`src/design/csc_pkg.sv`:
```
`timescale 1ns / 1ps
// ----------------------------------------------------------------------------
// csc_pkg: shared types and constants for coning / sculling compensation
// Command and status types between the controller and the datapath, the
// coning coefficient table and the fixed-point shift amounts.
// ----------------------------------------------------------------------------
package csc_pkg;

  // Group length register
  localparam int unsigned CFG_W           = 3;
  localparam int unsigned CSC_MAX_SAMPLES = 5;

  // Coning coefficients, unsigned Q16
  localparam int unsigned COEF_W    = 18;
  localparam int unsigned COEF_ROWS = 5;
  localparam logic [COEF_W-1:0] CSC_COEF [COEF_ROWS][4] = '{
    '{18'd0,     18'd0,     18'd0,      18'd0},
    '{18'd43691, 18'd0,     18'd0,      18'd0},
    '{18'd29491, 18'd88474, 18'd0,      18'd0},
    '{18'd33704, 18'd57422, 18'd133569, 18'd0},
    '{18'd32508, 18'd68267, 18'd84521,  18'd178794}
  };

  // Fixed-point shifts
  localparam int unsigned CS_SH  = 11;  // coefficient product to cone/scull LSB
  localparam int unsigned OUT_SH = 35;  // result accumulator to output LSB
  localparam int unsigned TW_SH  = 27;  // one-twelfth term: shift before divide by 3
  localparam int unsigned DV_SH  = 4;   // half wsum x vsum alignment

  // Multiplier A operand source
  typedef enum logic [2:0] {
    AS_COEF,
    AS_PG,
    AS_PV,
    AS_CONE,
    AS_SCULL,
    AS_WSUM
  } csc_asel_e;

  // Multiplier B operand source
  typedef enum logic [1:0] {
    BS_G,
    BS_V,
    BS_VSUM
  } csc_bsel_e;

  // Accumulator preload
  typedef enum logic [1:0] {
    PL_NONE,
    PL_ZERO,
    PL_WSUM,
    PL_VSUM
  } csc_pre_e;

  // Accumulator commit target
  typedef enum logic [2:0] {
    CM_NONE,
    CM_CS_CONE,
    CM_CS_SCULL,
    CM_TW_CONE,
    CM_TW_SCULL,
    CM_ROT,
    CM_DV
  } csc_commit_e;

  typedef struct packed {
    logic              load;
    logic              sum_add;
    logic              prev_load;
    logic              sum_clear;
    csc_pre_e          pre;
    logic              mul_en;
    csc_asel_e         asel;
    csc_bsel_e         bsel;
    logic [1:0]        ai;
    logic [1:0]        bi;
    logic              neg;
    logic              hi;
    logic              sh4;
    logic              div_start;
    csc_commit_e       commit;
    logic [1:0]        k;
    logic [COEF_W-1:0] coef;
  } csc_cmd_t;

  typedef struct packed {
    logic div_busy;
  } csc_stat_t;

  // Coefficient for group length n (1..5) and sample position i
  function automatic logic [COEF_W-1:0] csc_coef(input logic [CFG_W-1:0] n,
                                                  input logic [1:0] i);
    logic [CFG_W-1:0] r;
    r = n - CFG_W'(1);
    if (r < CFG_W'(COEF_ROWS)) begin
      csc_coef = CSC_COEF[r][i];
    end else begin
      csc_coef = '0;
    end
  endfunction

endpackage

```
`src/design/csc_ctrl.sv`:
```
`timescale 1ns / 1ps
// ----------------------------------------------------------------------------
// csc_ctrl: compensation sequencer
// Tracks the group position and steps the datapath through the product
// jobs of one sample: coefficient terms, one-sample cone/scull terms and
// the six result components.
// ----------------------------------------------------------------------------
module csc_ctrl
  import csc_pkg::*;
(
  input  logic             clk_i,
  input  logic             rst_ni,
  input  logic             in_valid_i,
  output logic             in_ready_o,
  output logic             out_valid_o,
  input  logic             out_ready_i,
  input  logic             cfg_valid_i,
  input  logic [CFG_W-1:0] cfg_data_i,
  input  csc_stat_t        stat_i,
  output csc_cmd_t         cmd_o
);
  typedef enum logic [3:0] {
    ST_IDLE,
    ST_SUM,
    ST_JOB,
    ST_MUL,
    ST_DRAIN,
    ST_COMMIT,
    ST_DIV,
    ST_TWC,
    ST_PREV,
    ST_WAIT,
    ST_DONE
  } state_e;

  typedef enum logic [2:0] {
    JB_COEF_G,
    JB_COEF_V,
    JB_TC,
    JB_TS,
    JB_ROT,
    JB_DV
  } job_e;

  state_e           state_q;
  job_e             job_q;
  logic [1:0]       k_q, pair_q;
  logic             term_q, half_q;
  logic [CFG_W-1:0] idx_q, spg_q, n_eff;
  logic             first_q, last_q, one_q, out_valid_q;
  logic             single, last_pair, prod_end, k_end;
  logic [1:0]       i1, i2;

  // Effective group length
  always_comb begin
    if (spg_q == '0) begin
      n_eff = CFG_W'(1);
    end else if (spg_q > CFG_W'(CSC_MAX_SAMPLES)) begin
      n_eff = CFG_W'(CSC_MAX_SAMPLES);
    end else begin
      n_eff = spg_q;
    end
  end

  // Product bookkeeping within a job
  always_comb begin
    single = (job_q == JB_COEF_G) || (job_q == JB_COEF_V);
    unique case (job_q)
      JB_TS:   last_pair = (pair_q == 2'd1);
      JB_DV:   last_pair = (pair_q == 2'd2);
      default: last_pair = 1'b1;
    endcase
    prod_end = half_q && (single || term_q);
    k_end    = (k_q == 2'd2);
    i1       = (k_q == 2'd2) ? 2'd0 : 2'(k_q + 2'd1);
    i2       = (k_q == 2'd0) ? 2'd2 : 2'(k_q - 2'd1);
  end

  // Datapath commands from the current state
  always_comb begin
    cmd_o           = '0;
    cmd_o.pre       = PL_NONE;
    cmd_o.commit    = CM_NONE;
    cmd_o.asel      = AS_COEF;
    cmd_o.bsel      = BS_G;
    cmd_o.k         = k_q;
    cmd_o.coef      = csc_coef(n_eff, idx_q[1:0]);
    cmd_o.load      = (state_q == ST_IDLE) && in_valid_i;
    cmd_o.sum_add   = (state_q == ST_SUM);
    cmd_o.prev_load = ((state_q == ST_SUM) && last_q && one_q && first_q)
                      || (state_q == ST_PREV);
    cmd_o.sum_clear = (state_q == ST_DONE);
    cmd_o.div_start = (state_q == ST_COMMIT)
                      && ((job_q == JB_TC) || (job_q == JB_TS));
    if (state_q == ST_JOB) begin
      unique case (job_q)
        JB_ROT:  cmd_o.pre = PL_WSUM;
        JB_DV:   cmd_o.pre = PL_VSUM;
        default: cmd_o.pre = PL_ZERO;
      endcase
    end
    if (state_q == ST_MUL) begin
      cmd_o.mul_en = 1'b1;
      cmd_o.hi     = half_q;
      unique case (job_q)
        JB_COEF_G: begin cmd_o.asel = AS_COEF;  cmd_o.bsel = BS_G; end
        JB_COEF_V: begin cmd_o.asel = AS_COEF;  cmd_o.bsel = BS_V; end
        JB_TC:     begin cmd_o.asel = AS_PG;    cmd_o.bsel = BS_G; end
        JB_TS: begin
          cmd_o.asel = (pair_q == 2'd0) ? AS_PG : AS_PV;
          cmd_o.bsel = (pair_q == 2'd0) ? BS_V : BS_G;
        end
        JB_ROT:    begin cmd_o.asel = AS_CONE;  cmd_o.bsel = BS_G; end
        JB_DV: begin
          unique case (pair_q)
            2'd0: begin
              cmd_o.asel = AS_WSUM;
              cmd_o.bsel = BS_VSUM;
              cmd_o.sh4  = 1'b1;
            end
            2'd1: begin cmd_o.asel = AS_CONE;  cmd_o.bsel = BS_V; end
            default: begin cmd_o.asel = AS_SCULL; cmd_o.bsel = BS_G; end
          endcase
        end
        default: begin cmd_o.asel = AS_COEF; cmd_o.bsel = BS_G; end
      endcase
      if (single) begin
        cmd_o.ai = k_q;
        cmd_o.bi = k_q;
      end else if (!term_q) begin
        cmd_o.ai = i1;
        cmd_o.bi = i2;
      end else begin
        cmd_o.ai  = i2;
        cmd_o.bi  = i1;
        cmd_o.neg = 1'b1;
      end
    end
    if (state_q == ST_COMMIT) begin
      unique case (job_q)
        JB_COEF_G: cmd_o.commit = CM_CS_CONE;
        JB_COEF_V: cmd_o.commit = CM_CS_SCULL;
        JB_ROT:    cmd_o.commit = CM_ROT;
        JB_DV:     cmd_o.commit = CM_DV;
        default:   cmd_o.commit = CM_NONE;
      endcase
    end
    if (state_q == ST_TWC) begin
      cmd_o.commit = (job_q == JB_TC) ? CM_TW_CONE : CM_TW_SCULL;
    end
  end

  assign in_ready_o  = (state_q == ST_IDLE);
  assign out_valid_o = out_valid_q;

  // Sequencer state and registered status
  always_ff @(posedge clk_i or negedge rst_ni) begin
    if (!rst_ni) begin
      state_q     <= ST_IDLE;
      job_q       <= JB_COEF_G;
      k_q         <= '0;
      pair_q      <= '0;
      term_q      <= 1'b0;
      half_q      <= 1'b0;
      idx_q       <= '0;
      spg_q       <= CFG_W'(2);
      first_q     <= 1'b1;
      last_q      <= 1'b0;
      one_q       <= 1'b0;
      out_valid_q <= 1'b0;
    end else begin
      if (cfg_valid_i) spg_q <= cfg_data_i;
      if (out_valid_q && out_ready_i) out_valid_q <= 1'b0;

      unique case (state_q)
        ST_IDLE: begin
          if (in_valid_i) begin
            last_q  <= !(({1'b0, idx_q} + 4'd1) < {1'b0, n_eff});
            one_q   <= (n_eff == CFG_W'(1));
            state_q <= ST_SUM;
          end
        end
        ST_SUM: begin
          k_q <= '0;
          if (!last_q) begin
            job_q   <= JB_COEF_G;
            state_q <= ST_JOB;
          end else if (one_q) begin
            first_q <= 1'b0;
            job_q   <= JB_TC;
            state_q <= ST_JOB;
          end else begin
            first_q <= 1'b1;
            job_q   <= JB_ROT;
            state_q <= ST_WAIT;
          end
        end
        ST_JOB: begin
          pair_q  <= '0;
          term_q  <= 1'b0;
          half_q  <= 1'b0;
          state_q <= ST_MUL;
        end
        ST_MUL: begin
          half_q <= !half_q;
          if (half_q) begin
            if (prod_end) begin
              term_q <= 1'b0;
              if (last_pair) begin
                state_q <= ST_DRAIN;
              end else begin
                pair_q <= pair_q + 2'd1;
              end
            end else begin
              term_q <= 1'b1;
            end
          end
        end
        ST_DRAIN: state_q <= ST_COMMIT;
        ST_DIV: begin
          if (!stat_i.div_busy) state_q <= ST_TWC;
        end
        ST_COMMIT, ST_TWC: begin
          if ((state_q == ST_COMMIT) && ((job_q == JB_TC) || (job_q == JB_TS))) begin
            state_q <= ST_DIV;
          end else if (!k_end) begin
            k_q     <= k_q + 2'd1;
            state_q <= ST_JOB;
          end else begin
            k_q <= '0;
            unique case (job_q)
              JB_COEF_G: begin job_q <= JB_COEF_V; state_q <= ST_JOB; end
              JB_COEF_V: begin
                idx_q   <= idx_q + CFG_W'(1);
                first_q <= 1'b1;
                state_q <= ST_IDLE;
              end
              JB_TC:   begin job_q <= JB_TS; state_q <= ST_JOB; end
              JB_TS:   state_q <= ST_PREV;
              JB_ROT:  begin job_q <= JB_DV; state_q <= ST_JOB; end
              JB_DV:   state_q <= ST_DONE;
              default: state_q <= ST_IDLE;
            endcase
          end
        end
        ST_PREV: begin
          job_q   <= JB_ROT;
          k_q     <= '0;
          state_q <= ST_WAIT;
        end
        ST_WAIT: begin
          if (!out_valid_q) state_q <= ST_JOB;
        end
        ST_DONE: begin
          idx_q       <= '0;
          out_valid_q <= 1'b1;
          state_q     <= ST_IDLE;
        end
        default: state_q <= ST_IDLE;
      endcase
    end
  end

endmodule

```
`config.mk`:
```
export PLATFORM = sky130hd
export DESIGN_NAME = csc_ctrl
export DESIGN_NICKNAME = d
export VERILOG_FILES = /design/src/design/csc_pkg.sv /design/src/design/csc_ctrl.sv
export SDC_FILE = /design/constraint.sdc
export NUM_CORES = 1
export LEC_CHECK = 0
export ABC_AREA = 1
export BUFFER_PORTS_ARGS = -buffer_cell sky130_fd_sc_hd__buf_4
export CAP_MARGIN = 10
export CORE_ASPECT_RATIO = 1.25
export CORE_MARGIN = 4
export CORE_UTILIZATION = 45
export CTS_BUF_LIST = sky130_fd_sc_hd__clkbuf_16
export DETAILED_ROUTE_END_ITERATION = 10
export GPL_ROUTABILITY_DRIVEN = 0
export PLACE_DENSITY = 0.73
export REMOVE_ABC_BUFFERS = 1
export SYNTH_ARGS = -nofsm -noshare
export SYNTH_HDL_FRONTEND = slang
export SYNTH_SLANG_ARGS = --single-unit
```
`constraint.sdc`:
```
create_clock -name clk_i -period 2.5 [get_ports clk_i]
set_input_delay 0.125 -clock clk_i [delete_from_list [all_inputs] [get_ports clk_i]]
set_output_delay 0.125 -clock clk_i [all_outputs]
set_load 0.1 [all_outputs]
```
==> results of run 1 <==
[layer usage]
layer  global-route usage  wire length, um
met2               0.4084             3321
met5                    0                0
met1               0.2252             2345
met3              0.03233              347
met4              0.07009              167
[layout make-up]
cell class / count / share of cell area
Sequential cell: 23 / 0.1944
Timing Repair Buffer: 61 / 0.1835
Clock inverter: 1 / 0.001684
Multi-Input combinational cell: 265 / 0.4945
Clock buffer: 3 / 0.02525
Inverter: 59 / 0.07534
Tap cell: 60 / 0.02525
[cells in the final DEF (no fill, tap or decap), types with 3 or more instances in the layout]
master and instances:
nor3_1 7, dfrtp_1 21, nand4_1 3, buf_4 49, o21ai_0 22, ha_1 12, nor2_2 11, clkbuf_16 3
nor2_1 40, nand2_1 87, inv_1 46, a21oi_1 12, nand2_2 12, o21ai_1 5, buf_6 4, nand3_2 4
o21ai_2 3, nand3_1 19, inv_2 11, nor2_4 7, buf_12 4
[repair_timing]
action	in CTS	in global routing
setup buffers	3	2
resized for setup	16	29
endpoints found under the hold margin	21	0
hold buffers	1	0
setup endpoints to repair	17	16
pin swaps	0	7
[worst min-delay path by stage]
stage,start,to,cells after the start
finish,out_ready_i,out_valid_o,2
global route,out_ready_i,out_valid_o,2
CTS,out_ready_i,out_valid_o,2
detailed placement,rst_ni,half_q,1
global placement,rst_ni,term_q,1
floorplan,rst_ni,half_q,0
[sequential cells by signal, indices dropped and copies added (netlist names)]
name	flops
last_q	1
k_q	2
half_q	1
job_q	3
state_q	4
out_valid_o	1
one_q	1
pair_q	2
term_q	1
first_q	1
idx_q	3
spg_q	3
[Yosys cell counts, drive strengths merged]
cell type / count
dfrtp: 21
nand3b: 2
a31oi: 2
clkinv: 1
nand4: 3
nand2: 99
nand3: 23
o211ai: 2
a211oi: 2
o31ai: 2
buf: 4
inv: 58
nor2: 58
a21boi: 3
clkbuf: 3
a22oi: 1
nor3: 7
xnor2: 1
dfstp: 2
or2: 1
o21ai: 30
a21oi: 12
a221oi: 2
ha: 15
[worst reg2reg max path: stages, from the launching register on]
cell	delay (ns)
dfrtp_1	0.56
ha_1	0.31
xnor2_1	0.20
inv_1	0.08
ha_1	0.19
nor3_1	0.16
a21boi_0	0.10
[kinds of logic after synthesis]
group	after synthesis	synth area share
and+or+nand+nor	193	0.3936
AOI/OAI and AO/OA	56	0.1440
adders and majority gates	15	0.08375
xor gates and xnor gates	1	0.003909
DFF	23	0.2580
buffers and inverters	66	0.1167
[per-stage QoR]
stage / util / hold slack, ns / area, um2 / setup TNS (ns)
final: 0.6240 / 0.04857 / 2973 / 0
after CTS: 0.5990 / 0.05217 / 2854 / 0
after global routing: 0.6240 / 0.04943 / 2973 / -0.1296
after floorplan: - / -0.1706 / 2201 / -26.51
after detailed placement: 0.5643 / 0.04250 / 2689 / -0.002094
after global placement: 0.5643 / 0.03792 / 2689 / 0
==> impl_metrics.tcl, run 1 <==
set metrics [dict create \
    r2r_start "idx_q[0]" \
    drtPass1Iterations 4 \
    critPathLaunchType "register" \
    yosysSeqAreaShare 0.2580 \
    grt_max_degree 24 \
    die_width_um 71.12 \
    cts_tree "done" \
    ys_warn_count 0 \
    critical-path-top-delay-family "flip-flops" \
    grt_usage 0.2091 \
    cp.depth 11 \
    dp_slack_ns -0.002094 \
    synth-seq-cells 23 \
    setup_slack_ns 0.09259 \
    numCtsBuffers 3 \
    max-slew-margin-rel 0.6593 \
    cp_max_fo 7 \
    syn2layout_area_growth_pct 32.66 \
    syn_inst 354 \
    clock_sinks 23 \
    cp_cell_sequence "inv_1, nand2_1, nand3_2, inv_4, ha_4, ha_4, nor2_2, inv_2, a221oi_1, nor2_2, buf_12" \
    reg2reg_to "last_q" \
    n_antenna_cell 0 \
    htreeDepth 1 \
    row_count 28 \
    core_area_um2 4765 \
    crit_slowest_cell "dfstp_2" \
    avgSynthCellArea_um2 6.330 \
    multi_input_area_um2 1470 \
    initial_core_util 0.4703 \
    max_cap_violations 0 \
    drt_iter0_drc 133 \
    vias 2395 \
    synth_area_leader_cell "dfrtp_1" \
    drv_slew 0 \
    period_minus_slack_ns 2.407 \
    drt_wl_total_um 6182 \
    synth_area_leaders "dfrtp_1 23%, nand2_1 15%, ha_1 8.4%" \
    fillers 472 \
    regArea_um2 578.1 \
    root_buffer "clkbuf_16" \
    hold_violations 0 \
    critPathCapture "cmd_o[14]" \
    cpPeakStageDelay_ns 0.55 \
    rr_worst_depth 6 \
    drive_above_1_share 0.2913 \
    avgRoutedWirePerCell_um 13.10 \
    port_buffers 53 \
    insertion_delay_ns 0.26 \
    fmax_ghz 0.4154 \
    final_antenna_net_count 0 \
    critPathBufInv 4 \
    cp-startpoint "spg_q[1]" \
    final_cells 472 \
    setup_viol 0 \
    synth_top_area_share 0.2345 \
    cp.required_ns 2.38 \
    antenna_found_initial 0 \
    fin_crit_sh 0.9630 \
    cts_buffer_depth 2 \
    endpoint_kind "output port" \
    min_path_type "in2reg" \
    status "complete, no violations" \
    syn_area_um2 2241 \
    clock_skew_ns 0.003599 \
    die_y_um 86.90 \
    grt_pass1_vias 2444 \
    io_pins 54 \
    rsz0062_at_grt "yes" \
    grt_overflow 0 \
    synth_cell_type_count 34 \
    tightestPinTransition_ns 0.5110 \
    grt_pass1_wl_um 10650 \
    placedCellCount 462 \
    arrival_ns 2.28 \
    crit_type "reg2out" \
    die_area_um2 6180 \
    dp_hpwl_um 4882 \
    via_per_inst 5.074 \
    reg2reg_slack_ns 0.77 \
    nets 437 \
    path_clk_slew_ns 0.06 \
    drc 0 \
]
Power of run 1 is left out: the tool's default activity adds up to more than one toggle a clock period on the data nets, which glitch-free logic cannot reach.
==> run 2: changes to the inputs <==
ABC_AREA = 0   (was 1)
==> impl_metrics.tcl, run 2 <==
set metrics [dict create \
    design_area_um2 3124 \
    final_common_cell "buf_4" \
    path_clk_slew_ns 0.06 \
    nets 358 \
    drv_slew 0 \
    die_width_um 70.82 \
    drt_iter0_drc 134 \
    clock_sinks 23 \
    io_pins 54 \
    drtPass1Iterations 4 \
    fmax_ghz 0.3842 \
    core_area_um2 4765 \
    min_path_type "in2reg" \
    rsz0062_at_grt "yes" \
    die_area_um2 6127 \
    antenna_found_initial 0 \
    syn2layout_area_growth_pct 40.76 \
    synthArstFlopShare 1.000 \
    grt_pass1_vias 2322 \
    grt_pass1_wl_um 10820 \
    hold_violations 0 \
    cts_buffer_depth 2 \
    setup_tns_ns -0.1941 \
    max_cap_violations 0 \
    max_flop_register "state_q" \
    numCtsBuffers 3 \
    drive_above_1_share 0.3333 \
    ys.flop_type "dfrtp_1" \
    initial_core_util 0.4659 \
    grt_max_degree 24 \
    grt_overflow 0 \
    row_count 28 \
    avgRoutedWirePerCell_um 16.98 \
    vias 2347 \
    fin_crit_sh 1.041 \
    place_area_um2 2701 \
    synth_cell_type_count 64 \
    htreeDepth 1 \
    whs_ns 0.04665 \
    syn_area_um2 2220 \
    synth_top_area_share 0.2368 \
    multi_input_area_um2 1628 \
    fillers 393 \
    avgSynthCellArea_um2 7.927 \
    yosysSeqAreaShare 0.2604 \
    die_y_um 86.52 \
    synth_area_leaders "dfrtp_1 24%, ha_1 8.5%, a21oi_1 4.5%" \
    synth_most_common_cell "nand2_1" \
    arrival_ns 2.48 \
    synth_area_leader_cell "dfrtp_1" \
    clock_skew_ns 0.003923 \
    critPathLaunchType "register" \
    final_antenna_net_count 0 \
    regArea_um2 578.1 \
    synth_edf_count 0 \
    endpoint_kind "output port" \
    period_minus_slack_ns 2.603 \
    port_buffers 53 \
    max-slew-margin-rel 0.5175 \
    setup_viol 7 \
    final_cell_mix "53 x buf_4, 24 x nand2_1, 21 x dfrtp_1" \
    tightestPinTransition_ns 0.7238 \
    grt_usage 0.2160 \
    dp_hpwl_um 4576 \
    setup_slack_ns -0.1031 \
    insertion_delay_ns 0.26 \
    cp_max_fo 9 \
    crit_type "reg2out" \
    ys_warn_count 0 \
    status "finished, violations left" \
    violations "negative setup slack" \
    drc 0 \
    synth-seq-cells 23 \
    synth_common_cells "25 x nand2_1, 21 x dfrtp_1, 20 x a21oi_1" \
    cts_tree "done" \
    syn_inst 280 \
    via_per_inst 5.972 \
    drt_wl_total_um 6674 \
    largest_reg_flops 4 \
    n_antenna_cell 0 \
    root_buffer "clkbuf_16" \
    cp.required_ns 2.38 \
]
-- run 2: final timing paths --
kind / end / cells past startpoint / slack (ns) / startpoint
worst max-delay path: cmd_o[0] / 10 / -0.10 / spg_q[1]
worst min-delay path: out_valid_o / 2 / 0.05 / out_ready_i
worst max register to register: job_q[2] / 5 / 0.45 / state_q[3]
worst min register to register: first_q / 2 / 0.56 / first_q
max in group asynchronous: first_q / 2 / 1.90 / rst_ni
min in group asynchronous: spg_q[2] / 2 / 0.30 / rst_ni
-- run 2: area by class of cell --
type,count,area share
Sequential cell,23,0.1850
Multi-Input combinational cell,217,0.5210
Tap cell,60,0.02403
Timing Repair Buffer,72,0.2235
Clock buffer,3,0.02403
Inverter,17,0.02123
Clock inverter,1,0.001201
-- run 2: through the flow --
stage / setup slack [ns] / std cells / utilization
floorplan: -3.897 / 257 / -
global placement: 0.04777 / 385 / 0.5670
detailed placement: -0.01312 / 385 / 0.5670
CTS: -0.01164 / 390 / 0.6337
global route: -0.1937 / 393 / 0.6557
finish: -0.1031 / 393 / 0.6557
-- run 2: routing by layer --
metal	share of wire	GRT usage
met5	0	0
met4	0.025	0.09402
met3	0.057	0.02900
met2	0.52	0.3907
met1	0.40	0.2525
-- run 2: what timing repair did --
item,CTS,global route
hold endpoints to repair,21,0
buffers inserted,0,3
resized for setup,53,19
endpoints found under the setup margin,18,20
pin swaps,7,5
hold buffers,1,0
-- run 2: critical path, cell delays in order (launching register included) --
cell and delay [ns]:
dfstp_2 0.56, xnor2_2 0.12, or2_1 0.17, inv_2 0.06
ha_4 0.16, ha_4 0.29, buf_6 0.15, nand2_2 0.09
a21oi_1 0.21, o21a_1 0.21, buf_12 0.19
-- run 2: cells by family after synthesis --
logic type	after synthesis	synth area share
AND/OR/NAND/NOR	104	0.2554
AO/OA/AOI/OAI	86	0.2689
buffers and inverters	40	0.07554
flip-flops	23	0.2604
adder cells (fa/ha/maj)	15	0.08455
multiplexers	8	0.03946
XOR/XNOR	4	0.01579
Power of run 2 is left out for the same reason.
==> run 3: changes to the inputs <==
CAP_MARGIN = 15   (was 10)
CORE_UTILIZATION = 40   (was 45)
PLACE_DENSITY = 0.67   (was 0.73)
clock period = 2.85 ns   (was 2.5 ns; I/O delays follow)
==> impl_metrics.tcl, run 3 (same netlist as run 2, synthesis figures left out) <==
set metrics [dict create \
    syn2layout_area_growth_pct 30.27 \
    drive_above_1_share 0.2826 \
    grt_pass1_vias 2131 \
    die_area_um2 6812 \
    drt_wl_total_um 6176 \
    status "complete, no violations" \
    cp.required_ns 2.71 \
    clock_skew_ns 0.003780 \
    period_minus_slack_ns 2.751 \
    grt_max_degree 24 \
    largest_reg_flops 4 \
    cp_max_fo 8 \
    port_buffers 53 \
    grt_overflow 0 \
    max_cap_violations 0 \
    critPathLaunchType "register" \
    antenna_found_initial 0 \
    initial_core_util 0.4106 \
    setup_viol 0 \
    final_cell_mix "50 x buf_4, 25 x nand2_1, 21 x dfrtp_1" \
    drt_iter0_drc 108 \
    insertion_delay_ns 0.26 \
    row_count 30 \
    io_pins 54 \
    n_antenna_cell 0 \
    fin_crit_sh 0.9653 \
    path_clk_slew_ns 0.06 \
    max-slew-margin-rel 0.5143 \
    via_per_inst 5.870 \
    avgRoutedWirePerCell_um 16.00 \
    endpoint_kind "output port" \
    core_area_um2 5405 \
    drc 0 \
    root_buffer "clkbuf_16" \
    grt_usage 0.1802 \
    clock_sinks 23 \
    numCtsBuffers 3 \
    setup_tns_ns 0 \
    final_common_cell "buf_4" \
    min_path_type "in2reg" \
    crit_type "reg2out" \
    hold_violations 0 \
    die_y_um 91.29 \
    fmax_ghz 0.3635 \
    cts_buffer_depth 2 \
    nets 347 \
    grt_pass1_wl_um 9991 \
    die_width_um 74.63 \
    fillers 507 \
    vias 2266 \
    htreeDepth 1 \
    final_antenna_net_count 0 \
    drtPass1Iterations 4 \
    max_flop_register "state_q" \
    cts_tree "done" \
    dp_hpwl_um 4503 \
    tightestPinTransition_ns 0.7286 \
    drv_slew 0 \
    arrival_ns 2.61 \
]
## run 3: cell type report
| type | instances | area, um2 | share of cell area |
|---|---|---|---|
| clock buffer | 3 | 75.07 | 0.02596 |
| clock inverter | 1 | 3.754 | 0.001298 |
| inverter | 17 | 63.81 | 0.02207 |
| multi-input combinational | 217 | 1570 | 0.5431 |
| sequential | 23 | 578.1 | 0.1999 |
| tap | 64 | 80.08 | 0.02769 |
| timing repair buffer | 61 | 520.5 | 0.1800 |
## run 3: final timing paths
path | startpoint | endpoint | slack [ns] | cells past startpoint
min reg2reg | first_q | first_q | 0.55 | 2
min in group asynchronous | rst_ni | pair_q[0] | 0.32 | 2
max | spg_q[1] | cmd_o[8] | 0.1 | 8
max in group asynchronous | rst_ni | first_q | 2.23 | 2
min | out_ready_i | out_valid_o | 0.06 | 2
max reg2reg | job_q[1] | job_q[2] | 0.83 | 4
## run 3: critical path, stage by stage, from the launching register on
cell and delay, ns:
dfstp_2 0.56, buf_4 0.13, nand2b_1 0.20, ha_1 0.32, ha_4 0.25, buf_4 0.17
and2_2 0.23, a211oi_2 0.21, clkbuf_8 0.27
## run 3: what timing repair did
| item | in CTS | in global routing |
|---|---|---|
| endpoints found under the setup margin | 16 | 11 |
| setup buffers | 2 | 0 |
| pin swaps | 2 | 2 |
| hold buffers | 1 | 0 |
| endpoints found under the hold margin | 21 | 0 |
| gates resized for setup | 14 | 21 |
## run 3: per-layer routing
| layer | up-vias | GRT usage | part of all wire |
|---|---|---|---|
| met5 | - | 0 | 0 |
| met4 | 0 | 0.03858 | 0.0099 |
| met3 | 6 | 0.02436 | 0.059 |
| met2 | 79 | 0.3196 | 0.51 |
| met1 | 1084 | 0.2261 | 0.42 |
| li1 | 1097 | - | - |
## run 3: per-stage QoR
| step | instances | utilization | hold WS (ns) | setup slack (ns) | instance area [um2] |
|---|---|---|---|---|---|
| 6_report | 386 | 0.5350 | 0.06366 | 0.09898 | 2892 |
| 5_1_grt | 386 | 0.5350 | 0.07731 | -0.006727 | 2892 |
| 4_1_cts | 386 | 0.5174 | 0.06935 | 0.01914 | 2796 |
| 3_5_place_dp | 379 | 0.4868 | 0.06570 | 0.09126 | 2631 |
| 3_3_place_gp | 379 | 0.4868 | 0.06319 | 0.1615 | 2631 |
| 2_1_floorplan | 257 | - | -0.1531 | -3.565 | 2116 |
Power of run 3 is left out for the same reason.
